**config.mk**
```make
export PLATFORM = sky130hd
export DESIGN_NAME = wpid_window
export DESIGN_NICKNAME = d
export VERILOG_FILES = /design/src/hdl/wpid_pkg.sv /design/src/hdl/wpid_window.sv
export SDC_FILE = /design/constraint.sdc
export NUM_CORES = 1
export LEC_CHECK = 0
export ABC_CLOCK_PERIOD_IN_PS = 6050
export BUFFER_PORTS_ARGS = -buffer_cell sky130_fd_sc_hd__buf_2
export CORE_ASPECT_RATIO = 1.75
export CORE_MARGIN = 5
export CORE_UTILIZATION = 40
export CTS_CLUSTER_SIZE = 20
export DETAILED_ROUTE_END_ITERATION = 10
export PLACE_DENSITY = 0.65
export RECOVER_POWER = 50
export SYNTH_ARGS = -nofsm -noshare
export SYNTH_HDL_FRONTEND = slang
export SYNTH_SLANG_ARGS = --single-unit
```
**constraint.sdc**
```tcl
create_clock -name clk -period 6.05 [get_ports clk]
set_input_delay 1.21 -clock clk [delete_from_list [all_inputs] [get_ports clk]]
set_output_delay 1.21 -clock clk [all_outputs]
set_load 0.02 [all_outputs]
```
**src/hdl/wpid_pkg.sv**
```systemverilog
`timescale 1ns / 1ps
// Package for the windowed PID controller: field widths, window size,
// the reciprocal constant for the window average and the register indexes.
// Used by wpid_window and windowed_pid_controller; depends on nothing.
package wpid_pkg;

    localparam int ERR_W     = 24;
    localparam int GAIN_W    = 16;
    localparam int DRIVE_W   = 32;
    localparam int FRAC_W    = 8;
    localparam int CFG_IDX_W = 2;

    localparam int WINDOW     = 10;
    localparam int RING_IDX_W = (WINDOW > 1) ? $clog2(WINDOW) : 1;
    localparam int TOTAL_W    = ERR_W + $clog2(WINDOW);
    localparam int DELTA_W    = ERR_W + 1;

    localparam int PROD_W  = GAIN_W + DELTA_W;
    localparam int ACC_W   = PROD_W + 2;
    localparam int SHIFT_W = ACC_W - FRAC_W;

    // The magnitude of the running total is divided by WINDOW through a
    // multiplication by a rounded-up reciprocal, which is exact over TOTAL_W bits.
    localparam int DIV_SHIFT = TOTAL_W + $clog2(WINDOW);
    localparam int RECIP_W   = TOTAL_W + 1;
    localparam int QPROD_W   = TOTAL_W + RECIP_W;
    localparam logic [RECIP_W-1:0] RECIP =
        RECIP_W'(((64'd1 << DIV_SHIFT) + 64'(WINDOW) - 64'd1) / 64'(WINDOW));

    localparam logic signed [DRIVE_W-1:0] DRIVE_MAX = {1'b0, {(DRIVE_W-1){1'b1}}};
    localparam logic signed [DRIVE_W-1:0] DRIVE_MIN = {1'b1, {(DRIVE_W-1){1'b0}}};

    typedef enum logic [CFG_IDX_W-1:0] {
        CFG_KP = 2'd0,
        CFG_KI = 2'd1,
        CFG_KD = 2'd2
    } cfg_reg_t;

endpackage

```
**src/hdl/wpid_window.sv**
```systemverilog
`timescale 1ns / 1ps
// Error window of the PID controller: the ring of recent errors, the running
// total over the ring and the previous error. Depends on wpid_pkg.
module wpid_window
    import wpid_pkg::*;
(
    input  logic                       clk,
    input  logic                       rst_n,
    input  logic                       take,
    input  logic signed [ERR_W-1:0]    error,
    output logic signed [TOTAL_W-1:0]  total,
    output logic signed [DELTA_W-1:0]  delta
);

    logic signed [ERR_W-1:0]   ring_reg [WINDOW];
    logic [RING_IDX_W-1:0]     pos_reg;
    logic [RING_IDX_W-1:0]     pos_next;
    logic signed [TOTAL_W-1:0] total_reg;
    logic signed [ERR_W-1:0]   prev_reg;

    always_comb
    begin
        total = total_reg - TOTAL_W'(ring_reg[pos_reg]) + TOTAL_W'(error);
        delta = DELTA_W'(error) - DELTA_W'(prev_reg);
        if (pos_reg == RING_IDX_W'(WINDOW - 1))
        begin
            pos_next = '0;
        end
        else
        begin
            pos_next = pos_reg + 1'b1;
        end
    end

    always_ff @(posedge clk or negedge rst_n)
    begin
        if (!rst_n)
        begin
            for (int i = 0; i < WINDOW; i++)
            begin
                ring_reg[i] <= '0;
            end
            pos_reg   <= '0;
            total_reg <= '0;
            prev_reg  <= '0;
        end
        else if (take)
        begin
            ring_reg[pos_reg] <= error;
            pos_reg           <= pos_next;
            total_reg         <= total;
            prev_reg          <= error;
        end
    end

endmodule

```
==> qor.csv <==
metric,value,unit
Port Buf Inserts,79,
met1 wire length,16400,um
initial DRC count,531,
CTS max path bufs,3,
Worst-path clk slew,0.06,ns
Fmax,169,MHz
Post-DP HPWL,29400,um
Fin Setup TNS,0,ns
share of layout cells above drive strength 1,25.3,%
TritonCTS clock tree,done,
Hold Fails Final Rpt,0,
R2R cell count,15,
cell count after synthesis,1514,
ys flop type,dfrtp_1,
clk_skew,0.0117,ns
die footprint,45200,um^2
wire length on met2,21800,um
startpoint types,flop,
first-pass GRT wire length,66200,um
Seq cells post-synth,296,
H-tree depth,1,
sequential area share after synthesis,45.3,%
final antenna-violating net count,0,
Area Growth Syn to Fin,14.0,%
die width,163,um
gr ovfl total,0,
Total Routing Usage GR,18.2,%
Syn Area/Cell,10.8,um^2
WL met3,1450,um
via count,11700,
failing checks,"max-capacitance violations, max-slew violations",
final setup violation count,0,
Hold Crit Class,flop to flop,
Final #Nets,1695,
drt pass-1 iters,5,
Post-Layout Cell Count,2157,
Final WS setup,0.117,ns
clk root buf,clkbuf_16,
placed insts,2097,
critical path class,flop to output pin,
Fillers,3881,
Critical Path RT,4.84,ns
hold depth,2,
CTS buffer count,26,
drt wl/cell,19.0,um
max reg flops,240,
asr flop ratio synth,100,%
io pins,80,
worst skew pair latency,0.54,ns
largest net degree at the start of global routing,119,
initial core utilization,40.1,%
max_cap viols,3,
Die Ht,277,um
CP endpoint kind,output pin,
synth warn,0,
clock sinks,296,
"EDFF count, synth",0,
area taken by multi-input logic gates,8260,um^2
slew margin rel.,-126,%
Slew @ Worst Pin,3.40,ns
worst slack at placement,0.234,ns
fin crit share,98.1,%
critical path arrival,4.72,ns
min Tclk post-route,5.93,ns
core area,40700,um^2
antenna violations before repair,2,
top sig layer,met4,
CP max FO,10,
"Cell Area, Synth",16300,um^2
max-slew violation count,277,
Placer Congestion,0.881,
row cnt,98,
vias in the first global route,12300,
"area leader, netlist",dfrtp_1,
Synth top area share,45.3,%
vias per cell,5.44,
final wirelength,41100,um
DR DRC count,0,
RSZ-0062 raised after global routing,true,
register area,7410,um^2
status,"complete, but fails checks",
ranking of synthesized cells by area,"dfrtp_1 45%, mux2_2 9.8%, mux4_2 6.6%",
Synth Net Count,1622,
Cell variety after synth,70,
==> worst paths after layout <==
kind / end / start / slack [ns]
worst max-delay path: total[20] / pos_reg[0]$_DFFE_PN0P_ / 0.12
worst min-delay path: ring_reg[193]$_DFFE_PN0P_ / ring_reg[193]$_DFFE_PN0P_ / 0.48
worst max register to register: total_reg[21]$_DFFE_PN0P_ / pos_reg[0]$_DFFE_PN0P_ / 1.84
worst min register to register: ring_reg[193]$_DFFE_PN0P_ / ring_reg[193]$_DFFE_PN0P_ / 0.48
max in group asynchronous: total_reg[16]$_DFFE_PN0P_ / rst_n / 1.32
min in group asynchronous: prev_reg[3]$_DFFE_PN0P_ / rst_n / 1.61
==> layer usage <==
metal / track usage, % / vias to the layer above
met5: 0 / -
met4: 7.00 / 0
met3: 1.66 / 95
met2: 33.0 / 294
met1: 22.0 / 5933
li1: - / 5421
==> critical path, cell delays in order, from the launching register on <==
cell and delay [ns]:
dfrtp_4 0.50, buf_12 0.17, mux4_2 0.53, mux2i_2 0.20, o21ai_0 0.13, fa_1 0.49
inv_1 0.04, ha_2 0.31, a211oi_1 0.22, nor2_1 0.11, o31a_1 0.37, o2111ai_4 0.29
a21oi_4 0.11, or4_1 0.42, nand3_1 0.10, clkbuf_4 0.17
==> stage by stage <==
step	area (um^2)	util [%]	hold WS, ns
2_1_floorplan	16300	-	0.445
3_3_place_gp	17400	42.8	0.456
3_5_place_dp	17400	42.8	0.470
4_1_cts	18400	45.3	0.485
5_1_grt	18600	45.8	0.498
6_report	18600	45.8	0.479
==> logic make-up after synthesis <==
family | share of synthesized area, %
XOR/XNOR | 2.36
flip-flops | 45.3
multiplexers | 17.9
AO/OA/AOI/OAI | 13.7
adder cells (fa/ha/maj) | 7.49
buffers and inverters | 5.18
AND/OR/NAND/NOR | 7.98
==> layout make-up <==
class / instances / area share, %
Tap cell: 550 / 3.69
Multi-Input combinational cell: 1001 / 44.3
Antenna cell: 1 / 0.0134
Clock inverter: 5 / 0.309
Inverter: 136 / 2.74
Sequential cell: 296 / 39.8
Clock buffer: 42 / 4.57
Timing Repair Buffer: 126 / 4.55
==> synth_stat cells (28+ instances only) <==
cell type / count
fa_1: 28
nor2_1: 52
xnor2_1: 32
a21oi_1: 40
o21ai_0: 186
mux4_2: 48
nand2_1: 180
inv_1: 136
clkbuf_1: 48
dfrtp_1: 296
mux2_2: 142
ha_1: 53
==> cell usage in the layout (no fill, tap or decap), types with 5 or more instances in the layout <==
cell and count:
nor2b_1 7, o21ai_1 5, fa_1 28, mux4_2 48
o211ai_1 6, a21o_1 26, inv_1 136, mux2i_1 21
a22oi_1 22, o21bai_1 7, dfrtp_1 294, o31a_1 5
a31oi_1 6, nand4_1 5, buf_12 6, nand2_1 179
clkbuf_1 5, a21oi_1 39, xor2_1 11, buf_4 34
ha_2 5, mux2_2 142, clkbuf_8 12, nand3_1 14
clkbuf_16 28, nor3_1 6, ha_1 48, nor2_1 48
buf_2 75, xnor2_1 32, o21ai_0 182, nand2b_1 12
o21a_1 12
==> what timing repair did <==
| action | 4_1_cts | 5_1_grt |
|---|---|---|
| endpoints found under the setup margin | 12 | 11 |
| buffers inserted | 3 | 8 |
| gates cloned | 0 | 1 |
| hold buffers | 0 | 0 |
| pin swaps | 0 | 9 |
| gates resized for setup | 6 | 36 |
Power is not shown: default switching activity piles up to over one toggle a cycle in this logic, so the estimate is an artifact.
